--- config.mk ---
export PLATFORM = sky130hd
export DESIGN_NAME = sacfp_set_state
export DESIGN_NICKNAME = d
export VERILOG_FILES = /design/src/sv/sacfp_pkg.sv /design/src/sv/sacfp_set_state.sv
export SDC_FILE = /design/constraint.sdc
export NUM_CORES = 2
export LEC_CHECK = 0
export BUFFER_PORTS_ARGS = -buffer_cell sky130_fd_sc_hd__buf_4
export CAP_MARGIN = 20
export CORE_MARGIN = 10
export CORE_UTILIZATION = 45
export CTS_CLUSTER_SIZE = 8
export DETAILED_ROUTE_END_ITERATION = 8
export GPL_TIMING_DRIVEN = 0
export PLACE_DENSITY = 0.69
export SYNTH_ARGS = -nofsm -noshare
export SYNTH_HDL_FRONTEND = slang
export SYNTH_SLANG_ARGS = --single-unit
--- constraint.sdc ---
create_clock -name i_clk -period 3.21 [get_ports i_clk]
set_input_delay 0.1605 -clock i_clk [delete_from_list [all_inputs] [get_ports i_clk]]
set_output_delay 0.1605 -clock i_clk [all_outputs]
set_load 0.05 [all_outputs]
--- src/sv/sacfp_pkg.sv ---
// sacfp_pkg: shared types, sizes and helpers for the set-associative cache
// with FIFO replacement and next-block prefetch. No dependencies.
package sacfp_pkg;

    localparam int ADDR_BITS    = 48;
    localparam int MAX_SET_BITS = 8;
    localparam int MAX_WAYS     = 8;

    localparam int SET_W    = MAX_SET_BITS;
    localparam int NUM_SETS = 1 << SET_W;
    localparam int WAY_W    = (MAX_WAYS > 1) ? $clog2(MAX_WAYS) : 1;
    localparam int CNT_W    = $clog2(MAX_WAYS + 1);
    localparam int LINE_W   = SET_W + WAY_W;
    localparam int NUM_LINES = 1 << LINE_W;
    localparam int PADDR_W  = 4;
    localparam int PDATA_W  = 32;

    localparam logic [31:0] COUNT_MAX = 32'hFFFF_FFFF;

    // config register indexes (paddr[3:2])
    localparam logic [1:0] REG_PREFETCH = 2'd0;
    localparam logic [1:0] REG_OFFSET   = 2'd1;
    localparam logic [1:0] REG_SETS     = 2'd2;
    localparam logic [1:0] REG_WAYS     = 2'd3;

    localparam logic ACT_WRITE = 1'b1;

    typedef struct packed {
        logic                 action;
        logic [ADDR_BITS-1:0] address;
    } t_in_item;

    typedef struct packed {
        logic        hit;
        logic        prefetched;
        logic [31:0] read_count;
        logic [31:0] write_count;
        logic [31:0] hit_count;
        logic [31:0] miss_count;
    } t_out_item;

    // effective configuration, already clamped
    typedef struct packed {
        logic             pf_en;
        logic [3:0]       ob;
        logic [3:0]       sb;
        logic [CNT_W-1:0] ways;
    } t_cfg;

    // per-set state: valid prefix length and FIFO pointer
    typedef struct packed {
        logic [CNT_W-1:0] cnt;
        logic [WAY_W-1:0] ptr;
    } t_meta;

    typedef struct packed {
        logic             rd;
        logic             wr;
        logic [SET_W-1:0] set;
        t_meta            meta;
    } t_meta_req;

    typedef struct packed {
        logic                 rd;
        logic                 wr;
        logic [SET_W-1:0]     set;
        logic [WAY_W-1:0]     way;
        logic [ADDR_BITS-1:0] tag;
    } t_tag_req;

    typedef struct packed {
        logic [SET_W-1:0]     set;
        logic [ADDR_BITS-1:0] tag;
    } t_split;

    typedef enum logic [2:0] {
        S_IDLE,
        S_MRD,
        S_MCAP,
        S_TRD,
        S_TCMP,
        S_FILL,
        S_DONE
    } t_state;

    function automatic logic [31:0] sat_inc(input logic [31:0] v);
        sat_inc = (v == COUNT_MAX) ? v : v + 32'd1;
    endfunction

    function automatic t_split split_addr(input logic [ADDR_BITS-1:0] a,
                                          input logic [3:0] ob,
                                          input logic [3:0] sb);
        logic [ADDR_BITS-1:0] shifted;
        logic [SET_W:0]       mask;
        logic [4:0]           sh;
        t_split               r;
        shifted = a >> ob;
        mask    = ((SET_W+1)'(1) << sb) - (SET_W+1)'(1);
        sh      = {1'b0, ob} + {1'b0, sb};
        r.set   = shifted[SET_W-1:0] & mask[SET_W-1:0];
        r.tag   = a >> sh;
        split_addr = r;
    endfunction

endpackage

--- src/sv/sacfp_set_state.sv ---
// sacfp_set_state: per-set fill count and FIFO pointer memory, with one
// valid flop per set so that untouched sets read as empty. Depends on sacfp_pkg.
module sacfp_set_state (
    input  logic                 i_clk,
    input  logic                 i_rst_n,
    input  sacfp_pkg::t_meta_req i_req,
    output sacfp_pkg::t_meta     o_meta
);
    import sacfp_pkg::*;

    t_meta                mem [NUM_SETS];
    logic [NUM_SETS-1:0]  r_row_vld;
    t_meta                r_q;
    logic                 r_q_vld;

    always_ff @(posedge i_clk) begin
        if (i_req.wr)
            mem[i_req.set] <= i_req.meta;
        if (i_req.rd)
            r_q <= mem[i_req.set];
    end

    always_ff @(posedge i_clk) begin
        if (!i_rst_n) begin
            r_row_vld <= '0;
            r_q_vld   <= 1'b0;
        end else begin
            if (i_req.wr)
                r_row_vld[i_req.set] <= 1'b1;
            if (i_req.rd)
                r_q_vld <= r_row_vld[i_req.set];
        end
    end

    assign o_meta = r_q_vld ? r_q : '0;

endmodule

======== Yosys cells after proc, flatten, opt, wreduce, memory -nomap -nowiden ========
Memory sizes are Yosys's and may differ from the RTL's. A register that Yosys moved wholly into a read port is not among the register bits.
Cells that the tools add are included.
storage, ports and cells
  memories ................................ 1
  output and inout port bits .............. 7
  memory bits (writable) .................. 1,792
  bits in registers ....................... 257
  word-level logic and storage cells ...... 14
memories
  memory  words  bits a word  read ports  clocked after memory_dff  wr ports  RTL line               RTL
  mem     256    7            1           1                         1         sacfp_set_state.sv:11  t_meta mem [NUM_SETS];
cells by class
  bitwise operators ....................... 1
  $lt $le $gt $ge ......................... 2
  reductions and logical operators ........ 1
  mux-type cells .......................... 7
operator list
  cell                  number
  $or A256 B256 Y256    1
  $lt A8 B9 Y1 const B  1
  $bmux W1 S8           1
  $demux W1 S8          1
  $ge A8 B1 Y1 const B  1
  $mux W7               1
  $mux W1               4
  $logic_and A1 B1 Y1   1

======== Logic depth before layout (Yosys ltp) ========
  word-level depth ........................ 5
  depth in mapped cells ................... 11
  depth with buffers taken out ............ 6

======== Least setup slack after synthesis ========
No wires, ideal clock.
  path type ............................... input -> register
  from .................................... in i_req[7] (netlist bit)
  to ...................................... reg, netlist name r_q[1]
  arrival ................................. 2.400 ns
  stages on the path ...................... 10
  slack ................................... 0.551 ns
  buffers on the path ..................... 4
  path through ............................ buf_2 -> buf_4 -> buf_2 -> buf_2 -> mux4_2 -> a22oi_1 -> a21oi_1 -> nor4_1 -> nor2_1 -> a211o_1
RTL lines
  item             RTL line              RTL
  start, declared  sacfp_set_state.sv:6  input sacfp_pkg::t_meta_req i_req,

==> impl_table.tex <==
\begin{tabular}{lr}
\hline
Metric & Value \\
\hline
\multicolumn{2}{l}{\textbf{Yosys}} \\
Most common library cells after synthesis & 1799 x sky130\_fd\_sc\_hd\_\_edfxtp\_1, 552 x sky130\_fd\_sc\_hd\_\_mux4\_2, 257 x sky130\_fd\_sc\_hd\_\_dfxtp\_1 \\
Post-synthesis adder-cell area fraction & 0\% \\
Post-Synth Simple-Gate Area & about 2.5\% \\
Most used flip-flop cell after synthesis & sky130\_fd\_sc\_hd\_\_edfxtp\_1 \\
Most instantiated library cell after synthesis & sky130\_fd\_sc\_hd\_\_edfxtp\_1 \\
Post-synth top area share & approximately 69\% \\
Top post-synthesis cells by area & sky130\_fd\_sc\_hd\_\_edfxtp\_1 69\%, sky130\_fd\_sc\_hd\_\_mux4\_2 16\%, sky130\_fd\_sc\_hd\_\_dfxtp\_1 6.5\%, sky130\_fd\_sc\_hd\_\_o21a\_1 2.4\%, sky130\_fd\_sc\_hd\_\_nor2\_1 1.2\% \\
XOR/XNOR share of the synthesized area & 0\% \\
Mux contribution to synthesized area & 16.46\% \\
Summed instance area of the synthesized netlist & 0.07884 sq mm \\
Portion of the post-synthesis area used by sequential elements & 75.05\% \\
Number of instances in the synthesized netlist & between 3000 and 4000 \\
Top cell type by total area after synthesis & sky130\_fd\_sc\_hd\_\_edfxtp\_1 \\
Yosys warning count & 0 \\
Net count after synthesis & roughly 3900 \\
Share of flip-flops with an asynchronous set or reset after synthesis & 0\% \\
Compound-cell area share of the yosys netlist & approximately 4.5\% \\
Unique masters post-synth & 55 \\
Largest family of logic cells by synthesized area & multiplexers \\
Post-synthesis average cell area & 20.49 sq um \\
Register bit count reported by yosys & between 2000 and 2500 \\
EDFF count, synth & between 1500 and 2000 \\
\multicolumn{2}{l}{\textbf{Clock tree}} \\
Number of sinks on the clock net & between 2000 and 2500 \\
Htree depth & 5 \\
Clock Latency Late Sink & between 0.9 and 1 ns \\
Clock root cell & sky130\_fd\_sc\_hd\_\_clkbuf\_16 \\
Clock tree from TritonCTS & yes \\
Clock input transition at the sequential cells of the worst setup and hold paths & $\sim$0.050 ns \\
Worst-case clock buffer depth & 4 \\
Clock buffers created by TritonCTS & 307 \\
\multicolumn{2}{l}{\textbf{Detailed routing}} \\
Number of vias after detailed routing & 46293 \\
Post-route DRC & 0 \\
Length of the first detailed-routing pass in iterations & 8 \\
First DRT Iteration DRCs & just over 9000 \\
Routed via count divided by cell count & $\sim$6.9 \\
Top routing layer in use & met5 \\
Total routed wire length on the met1 layer & about 96000 um \\
Routed wire per std cell & roughly 43 um \\
Met2 routed WL & around 120000 um \\
Number of nets with antenna violations after detailed routing & 0 \\
Detailed route wirelength on metal3 & 48650 um \\
Detailed Route WL & 292700 um \\
\multicolumn{2}{l}{\textbf{Worst setup path}} \\
Delay contributed by the slowest stage of the critical path & 0.90 ns \\
Crit path capture type & flip-flop \\
Flop-to-flop setup slack & -0.24 ns \\
Family with the most delay on the worst path & buffers and inverters \\
Worst-path cell with the longest stage delay & sky130\_fd\_sc\_hd\_\_buf\_2 \\
Maximum fanout along the worst path & 10 \\
Arrival time at the worst endpoint & 4.16 ns \\
List of cells traversed by the critical path & buf\_4 -> buf\_4 -> buf\_4 -> buf\_2 -> mux2i\_1 -> nor3\_1 -> nor4\_1 -> nand4\_1 -> or3\_1 \\
Worst Path Buf+Inv & 4 \\
Most Frequent Cell on Critical Path & sky130\_fd\_sc\_hd\_\_buf\_4 \\
Critical path start-end classification & input port to flip-flop \\
Critical path required time & 3.82 ns \\
Sort of element at the start of the critical path & input port \\
\multicolumn{2}{l}{\textbf{Timing}} \\
Tmin final & about 3.6 ns \\
Summed negative setup slack over all endpoints & -11.50 ns \\
RSZ-0062 raised after global routing & yes \\
Final setup vio count & between 150 and 200 \\
Fmax & 281.2 MHz \\
Fin crit share & 110.8\% \\
Worst setup skew after layout & 0.06435 ns \\
Worst path setup slack after routing & -0.3456 ns \\
Slew Viols, Final & 0 \\
Endpoints failing hold & 0 \\
Worst slew pin tran & 1.297 ns \\
Worst slew margin relative to its limit & 13.54\% \\
\multicolumn{2}{l}{\textbf{Flow run}} \\
Max-cap viol count & 0 \\
\multicolumn{2}{l}{\textbf{Power}} \\
Clock network power share & 46.8\% \\
Share of total power in sequential cells & between 40\% and 50\% \\
Leakage power of the design & slightly below 30 nW \\
Cell internal pwr & $\sim$48 mW \\
Net switching power & between 10 and 15 mW \\
Net switching share of the total power & between 20\% and 30\% \\
Share of power burned in combinational logic & 6.0\% \\
Total power per unit cell area & between 600 and 700 mW/mm\^{}2 \\
Peak VDD IR & 0.0004871 V \\
\multicolumn{2}{l}{\textbf{Global route}} \\
Maximum number of pins on one net before global-route repair & around 170 \\
Final global-route overflow total & 0 \\
Total global routing track utilization & roughly 30\% \\
Wire length of the first global-routing pass & 388600 um \\
Vias in the first global route & 44191 \\
Initial antenna violation count & 22 \\
\multicolumn{2}{l}{\textbf{Cells and area}} \\
Post-route standard cell area excluding fillers & roughly 0.093 sq mm \\
Fillers & roughly 13000 \\
Layout-stage area growth over the synthesis result & 17.58\% \\
Fraction of layout instances using a drive strength above 1 & between 20\% and 30\% \\
Utilization of the core after routing & 53.27\% \\
Final net count & around 4300 \\
\multicolumn{2}{l}{\textbf{Placed design}} \\
Detailed Place HPWL & around 190000 um \\
Number of buffers added on ports & 19 \\
Final GP Congestion & between 1 and 1.5 \\
Post-placement cell area & slightly above 0.08 sq mm \\
\multicolumn{2}{l}{\textbf{Run status}} \\
Violated checks & negative setup slack \\
Run status & finished with violations \\
\multicolumn{2}{l}{\textbf{Die}} \\
Starting Density & 45.31\% \\
Horizontal die dimension & approximately 440 um \\
\# IOs & 26 \\
Die height & approximately 440 um \\
Placement Rows & roughly 150 \\
Die area & 0.1923 sq mm \\
Core box area & between 0.15 and 0.2 sq mm \\
\multicolumn{2}{l}{\textbf{Min path}} \\
Worst Hold Class & input port to flip-flop \\
\hline
\end{tabular}
-- cells by family after synthesis --
logic type / after synthesis
AND/OR/NAND/NOR: 438
flip-flops: 2056
multiplexers: 606
AO/OA/AOI/OAI: 488
buffers and inverters: 260
-- final cells by class --
type	count	area [sq um]	share of cell area, %
Antenna cell	10	25.02	0.02699
Buffer	250	1647	1.776
Clock buffer	463	8396	9.057
Clock inverter	6	46.29	0.04994
Inverter	6	22.52	0.02430
Multi-Input combinational cell	1532	19230	20.74
Sequential cell	2056	59170	63.83
Tap cell	2325	2909	3.138
Timing Repair Buffer	99	1262	1.362
-- registers in the layout, summed over array words and instances, names as in the netlist --
| name | count |
|---|---|
| r_q | 7 |
| mem | 1792 |
| r_row_vld | 256 |
| r_q_vld | 1 |
-- worst register-to-register path, cell delays in order, from the launching register on --
cell and delay, ns:
sky130_fd_sc_hd__edfxtp_1 0.37, sky130_fd_sc_hd__mux4_2 0.53, sky130_fd_sc_hd__a22oi_1 0.29, sky130_fd_sc_hd__a21oi_1 0.34
sky130_fd_sc_hd__or4_1 0.65, sky130_fd_sc_hd__a32oi_2 0.49, sky130_fd_sc_hd__o311ai_1 0.38
-- final timing paths --
kind | from | endpoint | cells after the start
max reg2reg | mem[219][4] | r_q[4] | 6
min reg2reg | r_row_vld[10] | r_row_vld[10] | 1
min | i_req[15] | r_row_vld[249] | 5
max | i_req[10] | r_q[3] | 9
-- placed cells by master (no fill, tap or decap), types with 24 or more instances in the layout --
master                      instances
sky130_fd_sc_hd__a21oi_1           51
sky130_fd_sc_hd__a22oi_1          104
sky130_fd_sc_hd__buf_2             36
sky130_fd_sc_hd__buf_4             68
sky130_fd_sc_hd__buf_6             55
sky130_fd_sc_hd__buf_8             30
sky130_fd_sc_hd__clkbuf_1         239
sky130_fd_sc_hd__clkbuf_16        313
sky130_fd_sc_hd__clkbuf_2          24
sky130_fd_sc_hd__dfxtp_1          257
sky130_fd_sc_hd__edfxtp_1        1799
sky130_fd_sc_hd__mux2i_1           43
sky130_fd_sc_hd__mux4_2           552
sky130_fd_sc_hd__nand2_1           45
sky130_fd_sc_hd__nor2_1           132
sky130_fd_sc_hd__nor2_2            79
sky130_fd_sc_hd__nor2_4            31
sky130_fd_sc_hd__o21a_1           256
-- through the flow --
step | setup slack, ns | total power, mW | hold slack (ns) | cells
finish | -0.3456 | 61.83 | 0.1568 | 6747
floorplan | 0.5511 | 31.11 | 0.2594 | 3848
detailed placement | -2.481 | 33.11 | 0.4475 | 6254
global route | -0.1429 | 62.82 | 0.1358 | 6737
CTS | -0.1639 | 61.50 | 0.09110 | 6734
global placement | -3.207 | 33.01 | 0.4404 | 6192
-- per-layer routing --
layer | vias to the layer above | GRT usage, %
li1 | 16815 | -
met1 | 23973 | 36.62
met2 | 4495 | 42.37
met3 | 994 | 14.11
met4 | 16 | 20.05
met5 | - | 0.9179
-- power groups by stage --
stage	clock (mW)	combinational, mW	sequential, mW
floorplan	0	1.42	29.7
CTS	28.8	3.50	29.2
global placement	0	3.28	29.7
detailed placement	0	3.42	29.7
finish	28.9	3.73	29.2
global route	30.0	3.65	29.2
-- repair_timing --
item                                   in CTS  in global routing
endpoints found under the hold margin     801                  0
setup buffers                               5                  0
setup endpoints to repair                1719                502
resized for setup                         268                 87
cloned                                      0                  0
pin swaps                                   3                  1
hold buffers                               10                  0
(Power assumes the default switching activity.)
