===== src/sv/sacfp_pkg.sv =====
// sacfp_pkg: shared types, sizes and helpers for the set-associative cache
// with FIFO replacement and next-block prefetch. No dependencies.
package sacfp_pkg;

    localparam int ADDR_BITS    = 48;
    localparam int MAX_SET_BITS = 8;
    localparam int MAX_WAYS     = 8;

    localparam int SET_W    = MAX_SET_BITS;
    localparam int NUM_SETS = 1 << SET_W;
    localparam int WAY_W    = (MAX_WAYS > 1) ? $clog2(MAX_WAYS) : 1;
    localparam int CNT_W    = $clog2(MAX_WAYS + 1);
    localparam int LINE_W   = SET_W + WAY_W;
    localparam int NUM_LINES = 1 << LINE_W;
    localparam int PADDR_W  = 4;
    localparam int PDATA_W  = 32;

    localparam logic [31:0] COUNT_MAX = 32'hFFFF_FFFF;

    // config register indexes (paddr[3:2])
    localparam logic [1:0] REG_PREFETCH = 2'd0;
    localparam logic [1:0] REG_OFFSET   = 2'd1;
    localparam logic [1:0] REG_SETS     = 2'd2;
    localparam logic [1:0] REG_WAYS     = 2'd3;

    localparam logic ACT_WRITE = 1'b1;

    typedef struct packed {
        logic                 action;
        logic [ADDR_BITS-1:0] address;
    } t_in_item;

    typedef struct packed {
        logic        hit;
        logic        prefetched;
        logic [31:0] read_count;
        logic [31:0] write_count;
        logic [31:0] hit_count;
        logic [31:0] miss_count;
    } t_out_item;

    // effective configuration, already clamped
    typedef struct packed {
        logic             pf_en;
        logic [3:0]       ob;
        logic [3:0]       sb;
        logic [CNT_W-1:0] ways;
    } t_cfg;

    // per-set state: valid prefix length and FIFO pointer
    typedef struct packed {
        logic [CNT_W-1:0] cnt;
        logic [WAY_W-1:0] ptr;
    } t_meta;

    typedef struct packed {
        logic             rd;
        logic             wr;
        logic [SET_W-1:0] set;
        t_meta            meta;
    } t_meta_req;

    typedef struct packed {
        logic                 rd;
        logic                 wr;
        logic [SET_W-1:0]     set;
        logic [WAY_W-1:0]     way;
        logic [ADDR_BITS-1:0] tag;
    } t_tag_req;

    typedef struct packed {
        logic [SET_W-1:0]     set;
        logic [ADDR_BITS-1:0] tag;
    } t_split;

    typedef enum logic [2:0] {
        S_IDLE,
        S_MRD,
        S_MCAP,
        S_TRD,
        S_TCMP,
        S_FILL,
        S_DONE
    } t_state;

    function automatic logic [31:0] sat_inc(input logic [31:0] v);
        sat_inc = (v == COUNT_MAX) ? v : v + 32'd1;
    endfunction

    function automatic t_split split_addr(input logic [ADDR_BITS-1:0] a,
                                          input logic [3:0] ob,
                                          input logic [3:0] sb);
        logic [ADDR_BITS-1:0] shifted;
        logic [SET_W:0]       mask;
        logic [4:0]           sh;
        t_split               r;
        shifted = a >> ob;
        mask    = ((SET_W+1)'(1) << sb) - (SET_W+1)'(1);
        sh      = {1'b0, ob} + {1'b0, sb};
        r.set   = shifted[SET_W-1:0] & mask[SET_W-1:0];
        r.tag   = a >> sh;
        split_addr = r;
    endfunction

endpackage


===== src/sv/sacfp_seq.sv =====
// sacfp_seq: access sequencer. Walks the ways of the demand set and, after a demand
// miss with prefetch enabled, the prefetch set through the shared tag comparator, installs
// on a miss, keeps the saturating totals and the output register. Depends on sacfp_pkg.
module sacfp_seq (
    input  logic                 i_clk,
    input  logic                 i_rst_n,
    input  sacfp_pkg::t_cfg      i_cfg,
    input  logic                 i_in_valid,
    output logic                 o_in_stall,
    input  sacfp_pkg::t_in_item  i_in_data,
    output logic                 o_out_valid,
    input  logic                 i_out_stall,
    output sacfp_pkg::t_out_item o_out_data,
    output sacfp_pkg::t_meta_req o_meta_req,
    input  sacfp_pkg::t_meta     i_meta,
    output sacfp_pkg::t_tag_req  o_tag_req,
    input  logic                 i_tag_match
);
    import sacfp_pkg::*;

    t_state               r_state;
    t_state               n_state;
    logic                 r_phase;
    logic                 r_out_valid;
    logic [31:0]          r_read_total;
    logic [31:0]          r_write_total;
    logic [31:0]          r_hit_total;
    logic [31:0]          r_miss_total;

    logic                 r_hit;
    logic                 r_pf;
    logic [SET_W-1:0]     r_cur_set;
    logic [ADDR_BITS-1:0] r_cur_tag;
    logic [ADDR_BITS-1:0] r_next;
    logic [CNT_W-1:0]     r_cnt;
    logic [WAY_W-1:0]     r_ptr;
    logic [CNT_W-1:0]     r_limit;
    logic [WAY_W-1:0]     r_way;
    t_out_item            r_out_data;

    logic                 accept;
    logic                 out_free;
    logic                 more_ways;
    logic [CNT_W-1:0]     meta_limit;
    logic [ADDR_BITS-1:0] split_in;
    t_split               split;
    logic [WAY_W-1:0]     fifo_way;
    logic [WAY_W-1:0]     victim;
    t_meta                new_meta;

    assign accept   = i_in_valid & ~o_in_stall;
    assign out_free = ~r_out_valid | ~i_out_stall;
    assign more_ways = (CNT_W'(r_way) + CNT_W'(1)) < r_limit;
    assign meta_limit = (i_meta.cnt < i_cfg.ways) ? i_meta.cnt : i_cfg.ways;

    // one shifter splits both the demand address and the next-block address
    assign split_in = (r_state == S_IDLE) ? i_in_data.address : r_next;
    assign split    = split_addr(split_in, i_cfg.ob, i_cfg.sb);

    // victim: lowest invalid way, else the FIFO pointer (way 0 if out of range)
    always_comb begin
        fifo_way = (CNT_W'(r_ptr) >= i_cfg.ways) ? '0 : r_ptr;
        if (r_cnt < i_cfg.ways) begin
            victim       = r_cnt[WAY_W-1:0];
            new_meta.cnt = r_cnt + CNT_W'(1);
            new_meta.ptr = r_ptr;
        end else begin
            victim       = fifo_way;
            new_meta.cnt = r_cnt;
            new_meta.ptr = ((CNT_W'(fifo_way) + CNT_W'(1)) == i_cfg.ways) ?
                           '0 : fifo_way + WAY_W'(1);
        end
    end

    always_comb begin
        n_state = r_state;
        unique case (r_state)
            S_IDLE: if (accept) n_state = S_MRD;
            S_MRD:  n_state = S_MCAP;
            S_MCAP: n_state = (meta_limit == '0) ? S_FILL : S_TRD;
            S_TRD:  n_state = S_TCMP;
            S_TCMP: begin
                if (i_tag_match)
                    n_state = S_DONE;
                else if (more_ways)
                    n_state = S_TRD;
                else
                    n_state = S_FILL;
            end
            S_FILL: n_state = (!r_phase && i_cfg.pf_en) ? S_MRD : S_DONE;
            S_DONE: if (out_free) n_state = S_IDLE;
            default: n_state = S_IDLE;
        endcase
    end

    always_comb begin
        o_in_stall      = (r_state != S_IDLE);
        o_meta_req.rd   = (r_state == S_MRD);
        o_meta_req.wr   = (r_state == S_FILL);
        o_meta_req.set  = r_cur_set;
        o_meta_req.meta = new_meta;
        o_tag_req.rd    = (r_state == S_TRD);
        o_tag_req.wr    = (r_state == S_FILL);
        o_tag_req.set   = r_cur_set;
        o_tag_req.way   = (r_state == S_FILL) ? victim : r_way;
        o_tag_req.tag   = r_cur_tag;
    end

    always_ff @(posedge i_clk) begin
        if (!i_rst_n) begin
            r_state       <= S_IDLE;
            r_phase       <= 1'b0;
            r_out_valid   <= 1'b0;
            r_read_total  <= '0;
            r_write_total <= '0;
            r_hit_total   <= '0;
            r_miss_total  <= '0;
        end else begin
            r_state <= n_state;
            if (r_state == S_DONE && out_free)
                r_out_valid <= 1'b1;
            else if (r_out_valid && !i_out_stall)
                r_out_valid <= 1'b0;
            case (r_state)
                S_IDLE: begin
                    r_phase <= 1'b0;
                    if (accept && i_in_data.action == ACT_WRITE)
                        r_write_total <= sat_inc(r_write_total);
                end
                S_TCMP: begin
                    if (i_tag_match && !r_phase)
                        r_hit_total <= sat_inc(r_hit_total);
                end
                S_FILL: begin
                    r_read_total <= sat_inc(r_read_total);
                    if (!r_phase) begin
                        r_miss_total <= sat_inc(r_miss_total);
                        if (i_cfg.pf_en)
                            r_phase <= 1'b1;
                    end
                end
                default: ;
            endcase
        end
    end

    always_ff @(posedge i_clk) begin
        case (r_state)
            S_IDLE: begin
                if (accept) begin
                    r_hit     <= 1'b0;
                    r_pf      <= 1'b0;
                    r_cur_set <= split.set;
                    r_cur_tag <= split.tag;
                    r_next    <= i_in_data.address + (ADDR_BITS'(1) << i_cfg.ob);
                end
            end
            S_MCAP: begin
                r_cnt   <= i_meta.cnt;
                r_ptr   <= i_meta.ptr;
                r_limit <= meta_limit;
                r_way   <= '0;
            end
            S_TCMP: begin
                if (i_tag_match && !r_phase)
                    r_hit <= 1'b1;
                if (!i_tag_match)
                    r_way <= r_way + WAY_W'(1);
            end
            S_FILL: begin
                if (r_phase) begin
                    r_pf <= 1'b1;
                end else if (i_cfg.pf_en) begin
                    r_cur_set <= split.set;
                    r_cur_tag <= split.tag;
                end
            end
            S_DONE: begin
                if (out_free) begin
                    r_out_data.hit         <= r_hit;
                    r_out_data.prefetched  <= r_pf;
                    r_out_data.read_count  <= r_read_total;
                    r_out_data.write_count <= r_write_total;
                    r_out_data.hit_count   <= r_hit_total;
                    r_out_data.miss_count  <= r_miss_total;
                end
            end
            default: ;
        endcase
    end

    assign o_out_valid = r_out_valid;
    assign o_out_data  = r_out_data;

`ifndef NO_ASSERTIONS
    a_accept_starts: assert property (@(posedge i_clk) disable iff (!i_rst_n)
        accept |=> (r_state == S_MRD))
        else $error("accepted transfer did not start a lookup");

    a_way_in_range: assert property (@(posedge i_clk) disable iff (!i_rst_n)
        (r_state == S_TRD) |-> (CNT_W'(r_way) < r_limit))
        else $error("way walk beyond valid ways");

    a_hit_no_pf: assert property (@(posedge i_clk) disable iff (!i_rst_n)
        (r_state == S_DONE) |-> !(r_hit && r_pf))
        else $error("prefetch reported on a demand hit");

    a_pf_phase: assert property (@(posedge i_clk) disable iff (!i_rst_n)
        r_phase |-> i_cfg.pf_en)
        else $error("prefetch lookup with prefetch disabled");

    a_reads_mono: assert property (@(posedge i_clk) disable iff (!i_rst_n)
        r_read_total >= $past(r_read_total))
        else $error("read total went backward");
`endif

endmodule


===== config.mk =====
export PLATFORM = sky130hd
export DESIGN_NAME = sacfp_seq
export DESIGN_NICKNAME = d
export VERILOG_FILES = /design/src/sv/sacfp_pkg.sv /design/src/sv/sacfp_seq.sv
export SDC_FILE = /design/constraint.sdc
export NUM_CORES = 1
export LEC_CHECK = 0
export ABC_AREA = 1
export BUFFER_PORTS_ARGS = -buffer_cell sky130_fd_sc_hd__buf_2
export CELL_PAD_IN_SITES_DETAIL_PLACEMENT = 1
export CELL_PAD_IN_SITES_GLOBAL_PLACEMENT = 1
export CORE_MARGIN = 2
export CORE_UTILIZATION = 30
export DETAILED_ROUTE_END_ITERATION = 8
export PLACE_DENSITY = 0.72
export SLEW_MARGIN = 30
export SYNTH_ARGS = -nofsm -noshare
export SYNTH_HDL_FRONTEND = slang
export SYNTH_SLANG_ARGS = --single-unit

===== constraint.sdc =====
create_clock -name i_clk -period 7.1 [get_ports i_clk]
set_input_delay 1.065 -clock i_clk [delete_from_list [all_inputs] [get_ports i_clk]]
set_output_delay 1.065 -clock i_clk [all_outputs]
set_load 0.005 [all_outputs]

# Yosys cells after proc, flatten, opt, wreduce, memory -nomap -nowiden
# Cells that the tools add are included.
# word_totals
output_inout_bits	210
wordCells	130
register_bits	383
input_bits	74
# op_classes
addsub	12
eq_ne	18
shifts	4
n_lt_le_gt_ge	4
bitwise_logic	11
n_reduce_logical	25
muxes	34
# op_table
cell	count
2-to-1 mux 48 bit	4
adder 32 x 1 -> 32 bit (second input constant)	4
== test 32 bit (second input constant)	4
one-hot mux 48 bit (2 select lines)	1
adder 48 bit	1
<< shifter 1 x 4 -> 48 bit (first input constant)	1
right shift 48 x 4 -> 8 bit	1
right shift 48 x 5 -> 48 bit	1
2-to-1 mux 3 bit	11
2-to-1 mux 8 bit	3
one-hot mux 3 bit (7 select lines)	1
one-hot mux 8 bit (2 select lines)	1
AND reduction 3 bit	5
less-than comparator 4 bit	3
inequality test 2 bit (second input constant)	6
AND reduction 2 bit	5
== test 3 bit (second input constant)	3
adder 3 x 1 -> 4 bit (second input constant)	2
bitwise AND 8 bit	1
inverter 1 bit	8
nonzero test 2 bit	4
<< shifter 1 x 4 -> 8 bit (first input constant)	1
subtractor 8 x 2 -> 8 bit (second input constant)	1
2-to-1 mux 1 bit	7
other kinds (20)	29

# Depth between registers and ports, before layout
# logic_depth
word_depth	7
depth_mapped	19
depth_no_buf	17

# Worst setup path before layout
# OpenSTA, ideal clock, no wires.
# synth_timing
path_type	in2reg
from	input port i_out_stall
to	register r_out_data, in the netlist o_out_data[0] (enable)
setup_ps	620
arrival_time_ps	6561
setup_slack_ps	-82
t_required_ps	6480
path_stages	3
path_buffers	0
path_cell_list	nand2_1 inv_1 nor2_1
# synth_between
elab_chain_cells	3
# synth_lines
item	line	source
start: declaration	sacfp_seq.sv:12	input logic i_out_stall,
inverter 1 bit	sacfp_seq.sv:52	assign out_free = ~r_out_valid | ~i_out_stall;
bitwise OR 1 bit	sacfp_seq.sv:52	
AND reduction 2 bit (no line)	n/a	
end: declaration	sacfp_seq.sv:39	t_out_item r_out_data;
# Every way passes these cells.
# A chain may end at the register's enable or synchronous reset.

# Worst setup path in the final report
# layout_timing
from	input port i_cfg[10] in the netlist's numbering
to	register r_next[23], data pin
# layout_between
elab_chain_cells	2
# layout_lines
item	line	source
start: declaration	sacfp_seq.sv:7	input sacfp_pkg::t_cfg i_cfg,
<< shifter 1 x 4 -> 48 bit	sacfp_seq.sv:155	r_next <= i_in_data.address + (ADDR_BITS'(1) << i_cfg.ob);
adder 48 bit	sacfp_seq.sv:155	
end signal: assignment	sacfp_seq.sv:155	
end: declaration	sacfp_seq.sv:34	logic [ADDR_BITS-1:0] r_next;
# Every way passes these cells.

==> results.md <==
* Crit path arrival time at 4.42 ns
* CTS Hold Bufs at 0
* Mapped Area at 22800 µm²
* Synth Warn # at 0
* Hold Fails Final Rpt at 0
* Crit path launch type: input port
* Final setup TNS at 0 ns
* Worst EP required at 7.43 ns
* Commonest non-fill, non-tap cell in the layout: nand2_1
* Max clock buf depth at 3
* Maximum number of pins on one net before global-route repair at 131
* Critical path class: in2reg
* Die height at 280 µm
* Final period util at 57.6%
* CTS tree: yes
* Final antenna-violating net count at 0
* Syn_area_per_cell at about 7.5 µm²
* Synth-to-Final Area Change at 16.9%
* Synth async-reset ratio at 0%
* Post-synth top flop: edfxtp_1
* Die width at 280 µm
* PostCTS Resize Cnt at 0
* Die area at 78200 µm²
* Initial Util at 30.2%
* # rows at slightly above 100
* Slew @ Worst Pin at 0.877 ns
* NumNets Final at 3375
* CTS Buf Count at 47
* Ports at between 200 and 300
* Violation count after the first detailed-route iteration at 1631
* Clk sink count at 383
* Routed wire per std cell at 19.5 µm
* Core Util, Final at 35.3%
* Maximum VDD drop at 203 µV
* Share of cells above drive strength 1 at 12.3%
* Total track usage at 20.9%
* Root buf cell: clkbuf_16
* First-pass GRT wire length at 129000 µm
* Via count at 21943
* FMAX at 245 MHz
* Router iterations before antenna repair at 5
* Max Cap Viol at 0
* Global route overflow at 0
* H-tree levels at 2
* Synthesized Nets at 3150
* CP max FO at 21
* Final Setup Violations at 0
* Pwr Density at between 300 and 400 nW/µm²
* Post-CTS Setup Bufs at 0
* Vias in the first global route at 21999
* Antenna violations before repair at 5
* Clock Pin Slew Worst Setup and Hold Paths at 0.06 ns
* Hold Crit Class: reg2reg
* DP HPWL at 64200 µm
* PortBufs at 283
* DR vias/cell at 5.13
* Core area at 75600 µm²
* Max Slew Vio Count at 0
* RSZ-0062 raised after global routing: no
* Leak pwr at 0.0107 µW
* Synth Register Bits at about 380
* DRC at 0
* DRT Wirelength at 83400 µm
* Number of synthesized flops with an enable pin at 250
* Relative slew slack at 41.5%
* Cells after Synth at ~3000
* Clk_skew at 0.0349 ns
* Seq/Total Area, Yosys at approximately 45%
* GP Congestion at about 0.93
* Critical path endpoint category: flop
* Status: finished clean
* Clk_lat worst skew at ~0.6 ns
* Commonest cells after routing, fill and taps aside: 879 x nand2_1, 575 x nand3_1, 283 x buf_2
* Final worst path period need at 4.09 ns
* Netlist cell types at between 40 and 50
## report_power, final
group,switching [µW],leakage [µW],internal [µW]
clock network,1040,0.000772,1440
registers,176,0.00334,2760
logic,1960,0.00655,748
## through the flow
| stage | instances | power [µW] | cell area [µm²] | setup slack (ns) | hold slack [ns] |
|---|---|---|---|---|---|
| 6_report | 4276 | 8120 | 26700 | 3.01 | 0.426 |
| 5_1_grt | 4276 | 8580 | 26700 | 2.67 | 0.445 |
| 4_1_cts | 4275 | 8170 | 26600 | 2.98 | 0.429 |
| 3_5_place_dp | 4188 | 5660 | 25100 | 2.53 | 0.415 |
| 3_3_place_gp | 4188 | 5650 | 25100 | 2.53 | 0.401 |
| 2_1_floorplan | 3034 | 4620 | 22800 | 1.84 | 0.400 |
## state kept, by name, indices dropped and copies added, names as in the netlist
signal and flops:
o_out_data 130, o_out_valid 1, r_cnt 4, r_cur_set 8
r_cur_tag 48, r_hit 1, r_hit_total 32, r_limit 4
r_miss_total 32, r_next 48, r_pf 1, r_phase 1
r_ptr 3, r_read_total 32, r_state 3, r_way 3
r_write_total 32
## final timing paths
path                                 from                   endpoint  slack [ns]  depth (start not counted)
hold reg to reg            r_pf$_DFFE_PP_  o_out_data[128]$_DFFE_PP_        0.43                          0
setup / recovery                i_cfg[10]       r_next[23]$_DFFE_PP_        3.01                         15
hold / removal             r_pf$_DFFE_PP_  o_out_data[128]$_DFFE_PP_        0.43                          0
setup reg to reg  r_state[0]$_SDFFE_PN0P_     r_cur_tag[9]$_DFFE_PP_        3.37                          7
## critical path, stage by stage
cell and delay [ns]:
buf_2 0.38, inv_1 0.47, nor2_1 0.40, inv_1 0.16, nor3_1 0.20, ha_1 0.24, nand2_1 0.17, nor2_1 0.28
nand4_1 0.21, nor2_1 0.20, nand2_1 0.07, nand3_1 0.19, nand2_1 0.14, o21ai_0 0.16, nand2_1 0.07
## routing by layer
metal  vias up  global-route usage (%)  wire (µm)
li1      10649                       -          -
met1     10634                    28.5      38200
met2       533                    34.2      38700
met3       121                    3.26       4300
met4         6                    5.96       2140
met5         -                       0         35
## cells by family (layout without fill, tap and decap cells)
group	after synthesis	count (layout)	synth area share (%)
compound gates	229	229	5.26
xor+xnor	139	139	5.43
fa+ha+maj	42	42	2.37
buf+inv	361	624	6.43
flops	383	383	44.6
other cells	0	1	0
simple gates	1880	1880	35.9
## area by class of cell
class,count,area (µm²)
Antenna cell,1,2.50
Fill cell,9296,48900
Clock inverter,33,363
Inverter,239,898
Tap cell,978,1220
Clock buffer,54,1220
Timing Repair Buffer,298,1550
Sequential cell,383,10200
Multi-Input combinational cell,2290,11200
## cell usage after synthesis (all sizes together) (42+ instances only)
| cell | instances | area, µm² |
|---|---|---|
| nand2 | 884 | 3340 |
| nand3 | 577 | 2900 |
| edfxtp | 250 | 7510 |
| nor2 | 245 | 945 |
| inv | 235 | 882 |
| a21oi | 154 | 771 |
| dfxtp | 133 | 2660 |
| xor2 | 106 | 936 |
| nor3 | 93 | 465 |
| clkbuf | 65 | 244 |
| buf | 57 | 324 |
| o21ai | 56 | 288 |
| nand4 | 42 | 263 |
Power figures use the tool's default switching activity.
