==> config.mk <==
export PLATFORM = sky130hd
export DESIGN_NAME = sacfp_regs
export DESIGN_NICKNAME = d
export VERILOG_FILES = /design/src/sv/sacfp_pkg.sv /design/src/sv/sacfp_regs.sv
export SDC_FILE = /design/constraint.sdc
export NUM_CORES = 1
export LEC_CHECK = 0
export BUFFER_PORTS_ARGS = -buffer_cell sky130_fd_sc_hd__buf_2
export CAP_MARGIN = 10
export CELL_PAD_IN_SITES_DETAIL_PLACEMENT = 2
export CELL_PAD_IN_SITES_GLOBAL_PLACEMENT = 2
export CORE_UTILIZATION = 20
export CTS_CLUSTER_SIZE = 30
export DETAILED_ROUTE_END_ITERATION = 10
export PLACE_DENSITY = 0.88
export SYNTH_ARGS = -nofsm -noshare
export SYNTH_HDL_FRONTEND = slang
export SYNTH_SLANG_ARGS = --single-unit
==> constraint.sdc <==
create_clock -name i_clk -period 1.41 [get_ports i_clk]
set_input_delay 0.0705 -clock i_clk [delete_from_list [all_inputs] [get_ports i_clk]]
set_output_delay 0.0705 -clock i_clk [all_outputs]
set_load 0.02 [all_outputs]
==> src/sv/sacfp_pkg.sv <==
// sacfp_pkg: shared types, sizes and helpers for the set-associative cache
// with FIFO replacement and next-block prefetch. No dependencies.
package sacfp_pkg;

    localparam int ADDR_BITS    = 48;
    localparam int MAX_SET_BITS = 8;
    localparam int MAX_WAYS     = 8;

    localparam int SET_W    = MAX_SET_BITS;
    localparam int NUM_SETS = 1 << SET_W;
    localparam int WAY_W    = (MAX_WAYS > 1) ? $clog2(MAX_WAYS) : 1;
    localparam int CNT_W    = $clog2(MAX_WAYS + 1);
    localparam int LINE_W   = SET_W + WAY_W;
    localparam int NUM_LINES = 1 << LINE_W;
    localparam int PADDR_W  = 4;
    localparam int PDATA_W  = 32;

    localparam logic [31:0] COUNT_MAX = 32'hFFFF_FFFF;

    // config register indexes (paddr[3:2])
    localparam logic [1:0] REG_PREFETCH = 2'd0;
    localparam logic [1:0] REG_OFFSET   = 2'd1;
    localparam logic [1:0] REG_SETS     = 2'd2;
    localparam logic [1:0] REG_WAYS     = 2'd3;

    localparam logic ACT_WRITE = 1'b1;

    typedef struct packed {
        logic                 action;
        logic [ADDR_BITS-1:0] address;
    } t_in_item;

    typedef struct packed {
        logic        hit;
        logic        prefetched;
        logic [31:0] read_count;
        logic [31:0] write_count;
        logic [31:0] hit_count;
        logic [31:0] miss_count;
    } t_out_item;

    // effective configuration, already clamped
    typedef struct packed {
        logic             pf_en;
        logic [3:0]       ob;
        logic [3:0]       sb;
        logic [CNT_W-1:0] ways;
    } t_cfg;

    // per-set state: valid prefix length and FIFO pointer
    typedef struct packed {
        logic [CNT_W-1:0] cnt;
        logic [WAY_W-1:0] ptr;
    } t_meta;

    typedef struct packed {
        logic             rd;
        logic             wr;
        logic [SET_W-1:0] set;
        t_meta            meta;
    } t_meta_req;

    typedef struct packed {
        logic                 rd;
        logic                 wr;
        logic [SET_W-1:0]     set;
        logic [WAY_W-1:0]     way;
        logic [ADDR_BITS-1:0] tag;
    } t_tag_req;

    typedef struct packed {
        logic [SET_W-1:0]     set;
        logic [ADDR_BITS-1:0] tag;
    } t_split;

    typedef enum logic [2:0] {
        S_IDLE,
        S_MRD,
        S_MCAP,
        S_TRD,
        S_TCMP,
        S_FILL,
        S_DONE
    } t_state;

    function automatic logic [31:0] sat_inc(input logic [31:0] v);
        sat_inc = (v == COUNT_MAX) ? v : v + 32'd1;
    endfunction

    function automatic t_split split_addr(input logic [ADDR_BITS-1:0] a,
                                          input logic [3:0] ob,
                                          input logic [3:0] sb);
        logic [ADDR_BITS-1:0] shifted;
        logic [SET_W:0]       mask;
        logic [4:0]           sh;
        t_split               r;
        shifted = a >> ob;
        mask    = ((SET_W+1)'(1) << sb) - (SET_W+1)'(1);
        sh      = {1'b0, ob} + {1'b0, sb};
        r.set   = shifted[SET_W-1:0] & mask[SET_W-1:0];
        r.tag   = a >> sh;
        split_addr = r;
    endfunction

endpackage

==> src/sv/sacfp_regs.sv <==
// sacfp_regs: APB configuration registers and their clamped effective values.
// Depends on sacfp_pkg.
module sacfp_regs (
    input  logic                           i_clk,
    input  logic                           i_rst_n,
    input  logic                           psel,
    input  logic                           penable,
    input  logic                           pwrite,
    input  logic [sacfp_pkg::PADDR_W-1:0]  paddr,
    input  logic [sacfp_pkg::PDATA_W-1:0]  pwdata,
    output logic [sacfp_pkg::PDATA_W-1:0]  prdata,
    output logic                           pready,
    output sacfp_pkg::t_cfg                o_cfg
);
    import sacfp_pkg::*;

    logic       r_pf_en;
    logic [3:0] r_ob;
    logic [3:0] r_sb;
    logic [3:0] r_ways;
    logic [1:0] reg_idx;
    logic       wr_en;

    assign pready  = 1'b1;
    assign reg_idx = paddr[3:2];
    assign wr_en   = psel & penable & pwrite;

    always_ff @(posedge i_clk) begin
        if (!i_rst_n) begin
            r_pf_en <= 1'b0;
            r_ob    <= 4'd6;
            r_sb    <= 4'd6;
            r_ways  <= 4'd8;
        end else if (wr_en) begin
            unique case (reg_idx)
                REG_PREFETCH: r_pf_en <= pwdata[0];
                REG_OFFSET:   r_ob    <= pwdata[3:0];
                REG_SETS:     r_sb    <= pwdata[3:0];
                REG_WAYS:     r_ways  <= pwdata[3:0];
                default: ;
            endcase
        end
    end

    always_comb begin
        unique case (reg_idx)
            REG_PREFETCH: prdata = PDATA_W'(r_pf_en);
            REG_OFFSET:   prdata = PDATA_W'(r_ob);
            REG_SETS:     prdata = PDATA_W'(r_sb);
            REG_WAYS:     prdata = PDATA_W'(r_ways);
            default:      prdata = '0;
        endcase
    end

    always_comb begin
        o_cfg.pf_en = r_pf_en;
        o_cfg.ob    = r_ob;
        o_cfg.sb    = (r_sb > 4'(MAX_SET_BITS)) ? 4'(MAX_SET_BITS) : r_sb;
        if (r_ways == 4'd0)
            o_cfg.ways = CNT_W'(1);
        else if (r_ways > 4'(MAX_WAYS))
            o_cfg.ways = CNT_W'(MAX_WAYS);
        else
            o_cfg.ways = CNT_W'(r_ways);
    end

endmodule

Yosys cells after proc, flatten, opt, wreduce, memory -nomap -nowiden
Cells that the tools add are included.
{"block": "op_classes", "n_bitwise": 2, "reduce_logical": 6, "n_mux": 4, "n_eq_ne": 3, "magnitude_cmp": 2}
{"cell": "$pmux 32 s4", "n": 1}
{"cell": "$mux 4", "n": 3}
{"cell": "$gt 4x4->1 const B", "n": 2}
{"cell": "$reduce_and 2->1", "n": 4}
{"cell": "$eq 2x2->1 const B", "n": 2}
{"cell": "$logic_not 4->1", "n": 1}
{"cell": "$and 1x1->1", "n": 2}
{"cell": "$eq 2x1->1 const B", "n": 1}
{"cell": "$logic_not 2->1", "n": 1}
{"block": "word_totals", "out_inout_bits": 46, "register_bits": 13, "in_bits": 41}

Longest topological paths before layout
Gate-level depths: netlist of run 1.
{"block": "depth", "depth_word": 3, "depth_mapped": 4}

Worst setup path before layout of run 1
OpenSTA, ideal clock, no wires.
{"block": "synth_timing", "path_kind": "reg2out", "startpoint": "register r_ob[0]", "endpoint": "output prdata[0] (netlist name)", "slack_ns": 0.429, "path_buffers": 0, "stages_incl_launch_ff": 2, "arrival_time_ns": 0.910, "path_cell_list": "dfxtp_1 mux4_2"}
{"block": "synth_between", "elab_chain_len": 1}
{"item": "start, declared", "line_no": "sacfp_regs.sv:18", "source": "logic [3:0] r_ob;"}
{"item": "start signal, assigned", "line_no": "sacfp_regs.sv:37", "source": "REG_OFFSET: r_ob <= pwdata[3:0];"}
{"item": "$pmux 32 s4", "line_no": "sacfp_regs.sv:46", "source": "unique case (reg_idx)"}
{"item": "end, declared", "line_no": "sacfp_regs.sv:11", "source": "output logic [sacfp_pkg::PDATA_W-1:0] prdata,"}
No other way between the ends. The select of a mux whose other input is x is not followed.

Worst setup path after layout of run 1
{"block": "layout_timing", "startpoint": "register r_sb[3]", "endpoint": "output prdata[3] (netlist name)"}
{"block": "layout_between", "elab_chain_len": 1}
{"item": "start, declared", "line_no": "sacfp_regs.sv:19", "source": "logic [3:0] r_sb;"}
{"item": "start signal, assigned", "line_no": "sacfp_regs.sv:38", "source": "REG_SETS: r_sb <= pwdata[3:0];"}
{"item": "$pmux 32 s4", "line_no": "sacfp_regs.sv:46"}
No other way between the ends. The select of a mux whose other input is x is not followed.

==> results of run 1 <==
## worst paths after layout
kind                         from                      to  slack, ns
max          r_sb[3]$_SDFFE_PN0P_               prdata[3]       0.08
min reg2reg  r_ob[0]$_SDFFE_PN0P_    r_ob[0]$_SDFFE_PN0P_       0.48
max reg2reg  r_sb[3]$_SDFFE_PN0P_    r_sb[3]$_SDFFE_PN0P_       0.69
min                     pwdata[2]  r_ways[2]$_SDFFE_PN0P_       0.09
## routing by layer
metal / vias up / track usage / part of all wire
met2: 35 / 0.145 / 0.48
met5: - / 0 / 0
li1: 353 / - / -
met4: 0 / 0.0458 / 0.016
met3: 3 / 0.0208 / 0.066
met1: 337 / 0.111 / 0.44
## power groups by stage
stage          logic [mW]  clock network, mW  registers (mW)
6_report            0.196              0.344           0.379
5_1_grt             0.211              0.381           0.379
4_1_cts             0.196              0.359           0.379
3_5_place_dp        0.196                  0           0.387
3_3_place_gp        0.193                  0           0.387
2_1_floorplan       0.218                  0           0.386
## placed cells by master, fill, tap and decap left out, drive strengths merged
master  Yosys  layout
mux2        3       3
buf        34      28
and3        3       3
nand3       2       2
nand4       1       1
o21ai       5       5
nor3        1       1
o211ai      2       2
mux2i       7       7
nand2      11      11
o311ai      2       2
nor2b       6       6
mux4        1       1
nor2        4       4
conb        2      29
dfxtp      13      13
a21oi       2       2
o41ai       1       1
clkbuf      2       4
a22o        3       3
inv         4       4
## kinds of logic after synthesis
logic type             after synthesis  share of synthesized area
AO/OA/AOI/OAI                       15                      0.105
buffers and inverters               40                      0.289
flip-flops                          13                      0.266
multiplexers                        11                      0.140
other                                2                    0.00767
AND/OR/NAND/NOR                     28                      0.193
## flip-flops by register name (all words and copies together), names as in the netlist
name,count
r_pf_en,1
r_sb,4
r_ways,4
r_ob,4
## per-stage QoR
step	cells	setup WS, ns
final	199	0.0807
after global routing	199	0.0269
after CTS	199	0.0654
after detailed placement	195	0.338
after global placement	195	0.346
after floorplan	136	0.429
## final cells by class
cell class                 instances  area [um2]  area share
clock buffer                       4        45.0      0.0414
inverter                           4        17.5      0.0161
multi-input combinational         83         538       0.495
sequential                        13         260       0.239
tap                               67        83.8      0.0771
timing repair buffer              28         143       0.131
## critical path: stages (launching register included)
cell and delay [ns]:
sky130_fd_sc_hd__dfxtp_1 0.38, sky130_fd_sc_hd__mux2_4 0.29, sky130_fd_sc_hd__a22o_1 0.19, sky130_fd_sc_hd__buf_2 0.16
==> impl_metrics.xml, run 1 <==
<?xml version="1.0" encoding="UTF-8"?>
<metrics>
  <group name="status">
    <metric name="run_status" unit="">completed</metric>
  </group>
  <group name="detailed_routing">
    <metric name="initialDrtViolationCount" unit="">11</metric>
    <metric name="post_drt_wl_per_cell" unit="um">11.3</metric>
    <metric name="ant_nets" unit="">0</metric>
    <metric name="drc" unit="">0</metric>
    <metric name="num_vias" unit="">728</metric>
    <metric name="drt_wl_total" unit="um">2240</metric>
    <metric name="dr.pass1.iters" unit="">3</metric>
    <metric name="route.detailed.vias_per_inst" unit="">3.66</metric>
  </group>
  <group name="placement">
    <metric name="gpl.final_weighted_congestion" unit="">0.751</metric>
    <metric name="postPlaceCellArea" unit="um2">1040</metric>
    <metric name="detailed_place_hpwl" unit="um">1870</metric>
    <metric name="port_buffer_cells" unit="">27</metric>
  </group>
  <group name="synthesis">
    <metric name="post_synth_inst_count" unit="">109</metric>
    <metric name="synth_area_leaders" unit="">sky130_fd_sc_hd__dfxtp_1 (27%), sky130_fd_sc_hd__buf_4 (23%), sky130_fd_sc_hd__mux2i_1 (7.2%)</metric>
    <metric name="yosys_most_used_dff" unit="">sky130_fd_sc_hd__dfxtp_1</metric>
    <metric name="netlist_area" unit="um2">980</metric>
    <metric name="postSynthAreaPerCell" unit="um2">8.99</metric>
    <metric name="ys_warn_count" unit="">0</metric>
    <metric name="synth_area_leader" unit="">sky130_fd_sc_hd__dfxtp_1</metric>
    <metric name="synth_most_common_cell" unit="">sky130_fd_sc_hd__buf_4</metric>
    <metric name="synth_enable_flop_cells" unit="">0</metric>
    <metric name="postSynth.asyncResetShare" unit="">0</metric>
    <metric name="ys_seq_elements" unit="">13</metric>
    <metric name="synth.top_cells.by_count" unit="">sky130_fd_sc_hd__buf_4 (30), sky130_fd_sc_hd__dfxtp_1 (13), sky130_fd_sc_hd__nand2_1 (11)</metric>
    <metric name="netlist.area_leader.share" unit="">0.266</metric>
    <metric name="synth-seq-area-share" unit="">0.266</metric>
    <metric name="netlist-cell-type-count" unit="">29</metric>
  </group>
  <group name="floorplan">
    <metric name="ports_placed_on_the_boundary" unit="">87</metric>
    <metric name="die-area" unit="um2">5180</metric>
    <metric name="fp.dieH" unit="um">72.0</metric>
    <metric name="die-width" unit="um">72.0</metric>
    <metric name="floorplan.initialDensity" unit="">0.207</metric>
    <metric name="design.core.area" unit="um2">4720</metric>
    <metric name="placementRows" unit="">25</metric>
  </group>
  <group name="timing">
    <metric name="slew_viol_final" unit="">0</metric>
    <metric name="timing.hold.ws" unit="ns">0.0884</metric>
    <metric name="final.min_clock_period" unit="ns">1.33</metric>
    <metric name="rsz0062_at_grt" unit="">false</metric>
    <metric name="final.setup_skew" unit="ns">0</metric>
    <metric name="setup_total_negative_slack" unit="ns">0</metric>
    <metric name="max_clock_freq" unit="GHz">0.752</metric>
    <metric name="report.final.hold_viol_count" unit="">0</metric>
    <metric name="finalSetupViolations" unit="">0</metric>
    <metric name="final_min_period_over_clock_period" unit="">0.943</metric>
  </group>
  <group name="power_and_ir_drop">
    <metric name="power" unit="uW">919</metric>
    <metric name="power_switching_share" unit="">0.320</metric>
    <metric name="power_density" unit="nW/um2">845</metric>
    <metric name="worst_ir_drop_vdd" unit="mV">0.228</metric>
    <metric name="power.clock.fraction" unit="">0.375</metric>
    <metric name="power_switching" unit="uW">294</metric>
    <metric name="power.leakage" unit="nW">0.514</metric>
    <metric name="power_report.internal_total" unit="uW">625</metric>
    <metric name="seq_power_share" unit="">0.412</metric>
    <metric name="share_comb_of_total_power" unit="">0.213</metric>
  </group>
  <group name="job">
    <metric name="drv.max_cap_violation_count" unit="">0</metric>
  </group>
  <group name="finish">
    <metric name="filler_cell_count" unit="">590</metric>
    <metric name="drive_gt1_frac" unit="">0.333</metric>
    <metric name="antenna_cells" unit="">0</metric>
    <metric name="final_nets" unit="">174</metric>
    <metric name="fin_area" unit="um2">1090</metric>
    <metric name="fin_util" unit="">0.230</metric>
    <metric name="areaGrowthSynthToFinish" unit="%">11.0</metric>
  </group>
  <group name="grt">
    <metric name="gr-usage-all-layers" unit="">0.0894</metric>
    <metric name="antenna_violations_before_repair" unit="">0</metric>
    <metric name="grt_max_degree" unit="">18</metric>
    <metric name="global_route.overflow_total" unit="">0</metric>
    <metric name="vias_in_the_first_global_route" unit="">743</metric>
    <metric name="grt_pass1_wl" unit="um">3530</metric>
  </group>
  <group name="critical_path">
    <metric name="crit_type" unit="">flop to output port</metric>
    <metric name="largest_driver_fanout_on_the_critical_path" unit="">6</metric>
    <metric name="worst_setup_path_end_kind" unit="">output port</metric>
    <metric name="r2r_cells" unit="">2</metric>
    <metric name="start_kind" unit="">flop</metric>
    <metric name="worst-endpoint-required" unit="ns">1.34</metric>
    <metric name="critPathArrivalTime" unit="ns">1.26</metric>
  </group>
  <group name="clocking">
    <metric name="postCtsResizedCells" unit="">0</metric>
    <metric name="tritoncts" unit="">done</metric>
    <metric name="post-cts-setup-buffer-count" unit="">0</metric>
    <metric name="insertion_delay" unit="ns">0.25</metric>
    <metric name="htree_levels" unit="">1</metric>
    <metric name="cts.reportedPaths.clkPinSlew" unit="ns">0.05</metric>
    <metric name="cts_hold_buffers" unit="">0</metric>
    <metric name="clock_tree.root_cell" unit="">sky130_fd_sc_hd__clkbuf_8</metric>
    <metric name="cts-buffers-inserted" unit="">3</metric>
    <metric name="clk_path_buf_depth" unit="">2</metric>
    <metric name="clock_sink_count" unit="">13</metric>
  </group>
  <group name="worst_hold_path">
    <metric name="min_delay_path_depth" unit="">3</metric>
    <metric name="worst_hold_path_type" unit="">primary input to flop</metric>
  </group>
</metrics>
No activity file was read; power rests on OpenSTA's default activity.
==> run 2: changes to the inputs <==
--- a/config.mk
+++ b/config.mk
@@ -12,7 +12,7 @@
 export CORE_UTILIZATION = 20
 export CTS_CLUSTER_SIZE = 30
 export DETAILED_ROUTE_END_ITERATION = 10
-export PLACE_DENSITY = 0.88
+export PLACE_DENSITY = 0.93
 export SYNTH_ARGS = -nofsm -noshare
 export SYNTH_HDL_FRONTEND = slang
 export SYNTH_SLANG_ARGS = --single-unit
==> run 2 against run 1 <==
- clock power fell by 2%
- wire length rose by 15%
- count of clock-buffer cells in the layout did not move
- via count rose by 8.0%
- clock skew did not move
- cell count did not move
- setup slack improved by 0.024 ns
- worst hold slack got worse by 0.0058 ns
- die area did not move
- combinational power rose by 3%
==> impl_metrics.xml, run 2 (synthesized netlist as in run 1, its figures left out) <==
<?xml version="1.0" encoding="UTF-8"?>
<metrics>
  <group name="status">
    <metric name="run_status" unit="">completed</metric>
  </group>
  <group name="grt">
    <metric name="global_route.overflow_total" unit="">0</metric>
    <metric name="grt_pass1_wl" unit="um">3920</metric>
    <metric name="antenna_violations_before_repair" unit="">0</metric>
    <metric name="gr-usage-all-layers" unit="">0.102</metric>
    <metric name="grt_max_degree" unit="">18</metric>
    <metric name="vias_in_the_first_global_route" unit="">759</metric>
  </group>
  <group name="clocking">
    <metric name="clk_path_buf_depth" unit="">2</metric>
    <metric name="cts-buffers-inserted" unit="">3</metric>
    <metric name="clock_tree.root_cell" unit="">sky130_fd_sc_hd__clkbuf_8</metric>
    <metric name="tritoncts" unit="">done</metric>
    <metric name="htree_levels" unit="">1</metric>
    <metric name="post-cts-setup-buffer-count" unit="">0</metric>
    <metric name="insertion_delay" unit="ns">0.24</metric>
    <metric name="cts.reportedPaths.clkPinSlew" unit="ns">0.06</metric>
    <metric name="clock_sink_count" unit="">13</metric>
    <metric name="cts_hold_buffers" unit="">0</metric>
    <metric name="postCtsResizedCells" unit="">0</metric>
  </group>
  <group name="finish">
    <metric name="areaGrowthSynthToFinish" unit="%">11.0</metric>
    <metric name="filler_cell_count" unit="">561</metric>
    <metric name="drive_gt1_frac" unit="">0.333</metric>
    <metric name="antenna_cells" unit="">0</metric>
    <metric name="final_cell_mix" unit="">sky130_fd_sc_hd__conb_1 (29), sky130_fd_sc_hd__buf_2 (27), sky130_fd_sc_hd__dfxtp_1 (13), sky130_fd_sc_hd__nand2_1 (11), sky130_fd_sc_hd__mux2i_1 (7)</metric>
    <metric name="layout_commonest_cell" unit="">sky130_fd_sc_hd__conb_1</metric>
    <metric name="final_nets" unit="">174</metric>
    <metric name="largestRegisters" unit="">r_ob: 4 flops, r_sb: 4 flops, r_ways: 4 flops</metric>
  </group>
  <group name="power_and_ir_drop">
    <metric name="power.leakage" unit="nW">0.514</metric>
    <metric name="power_density" unit="nW/um2">843</metric>
    <metric name="power" unit="uW">917</metric>
    <metric name="worst_ir_drop_vdd" unit="mV">0.248</metric>
  </group>
  <group name="timing">
    <metric name="max_clock_freq" unit="GHz">0.766</metric>
    <metric name="finalSetupViolations" unit="">0</metric>
    <metric name="rsz0062_at_grt" unit="">false</metric>
    <metric name="final.setup_skew" unit="ns">0</metric>
    <metric name="setup_total_negative_slack" unit="ns">0</metric>
    <metric name="final.min_clock_period" unit="ns">1.31</metric>
    <metric name="slew_viol_final" unit="">0</metric>
    <metric name="final_min_period_over_clock_period" unit="">0.926</metric>
    <metric name="report.final.hold_viol_count" unit="">0</metric>
  </group>
  <group name="floorplan">
    <metric name="die-area" unit="um2">5180</metric>
    <metric name="ports_placed_on_the_boundary" unit="">87</metric>
    <metric name="die-width" unit="um">72.0</metric>
    <metric name="design.core.area" unit="um2">4720</metric>
    <metric name="fp.dieH" unit="um">72.0</metric>
    <metric name="floorplan.initialDensity" unit="">0.207</metric>
    <metric name="placementRows" unit="">25</metric>
  </group>
  <group name="detailed_routing">
    <metric name="initialDrtViolationCount" unit="">61</metric>
    <metric name="num_vias" unit="">786</metric>
    <metric name="post_drt_wl_per_cell" unit="um">12.9</metric>
    <metric name="drt_wl_total" unit="um">2570</metric>
    <metric name="drc" unit="">0</metric>
    <metric name="ant_nets" unit="">0</metric>
    <metric name="dr.pass1.iters" unit="">4</metric>
    <metric name="route.detailed.vias_per_inst" unit="">3.95</metric>
  </group>
  <group name="critical_path">
    <metric name="start_kind" unit="">flop</metric>
    <metric name="critPathArrivalTime" unit="ns">1.23</metric>
    <metric name="largest_driver_fanout_on_the_critical_path" unit="">3</metric>
    <metric name="crit_type" unit="">flop to output port</metric>
    <metric name="worst-endpoint-required" unit="ns">1.34</metric>
    <metric name="r2r_cells" unit="">2</metric>
    <metric name="worst_setup_path_end_kind" unit="">output port</metric>
  </group>
  <group name="job">
    <metric name="drv.max_cap_violation_count" unit="">0</metric>
  </group>
  <group name="worst_hold_path">
    <metric name="worst_hold_path_type" unit="">primary input to flop</metric>
    <metric name="min_delay_path_depth" unit="">3</metric>
  </group>
  <group name="placement">
    <metric name="detailed_place_hpwl" unit="um">2060</metric>
    <metric name="gpl.final_weighted_congestion" unit="">0.788</metric>
    <metric name="port_buffer_cells" unit="">27</metric>
  </group>
</metrics>
-- run 2: metrics by stage --
step | hold WS (ns) | worst slack, ns | utilization | cell area [um2] | std cells
floorplan | 0.213 | 0.429 | - | 1080 | 136
global placement | 0.340 | 0.340 | 0.221 | 1040 | 195
detailed placement | 0.338 | 0.318 | 0.221 | 1040 | 195
CTS | 0.0799 | 0.0886 | 0.230 | 1090 | 199
global route | 0.105 | 0.0571 | 0.230 | 1090 | 199
finish | 0.0826 | 0.105 | 0.230 | 1090 | 199
-- run 2: area by class of cell --
class / instances / area [um2] / area share
Multi-Input combinational cell: 83 / 538 / 0.495
Sequential cell: 13 / 260 / 0.239
Timing Repair Buffer: 28 / 143 / 0.131
Tap cell: 67 / 83.8 / 0.0771
Clock buffer: 4 / 45.0 / 0.0414
Inverter: 4 / 17.5 / 0.0161
-- run 2: critical path, cell delays in order (launching register included) --
cell                      delay (ns)
sky130_fd_sc_hd__dfxtp_1        0.34
sky130_fd_sc_hd__mux4_2         0.47
sky130_fd_sc_hd__buf_2          0.18
-- run 2: worst paths after layout --
| check | start | end | slack, ns |
|---|---|---|---|
| hold reg to reg | r_ob[3]$_SDFFE_PN0P_ | r_ob[3]$_SDFFE_PN0P_ | 0.49 |
| hold / removal | pwdata[2] | r_ways[2]$_SDFFE_PN0P_ | 0.08 |
| setup / recovery | r_ways[0]$_SDFFE_PN0P_ | prdata[0] | 0.10 |
| setup reg to reg | r_ways[3]$_SDFFE_PN1P_ | r_ways[3]$_SDFFE_PN1P_ | 0.62 |
-- run 2: per-layer routing --
| metal | global-route usage | part of all wire | up-vias | routed length, um |
|---|---|---|---|---|
| li1 | - | - | 353 | - |
| met1 | 0.116 | 0.39 | 385 | 1010 |
| met2 | 0.176 | 0.52 | 40 | 1340 |
| met3 | 0.0181 | 0.059 | 8 | 151 |
| met4 | 0.0675 | 0.031 | 0 | 79 |
| met5 | 0 | 0 | - | 0 |
-- run 2: power by group --
part | internal (mW) | leakage, nW | switching (mW) | total [mW]
registers | 0.373 | 0.105 | 0.00613 | 0.379
logic | 0.0516 | 0.386 | 0.149 | 0.201
clock network | 0.200 | 0.0228 | 0.137 | 0.337
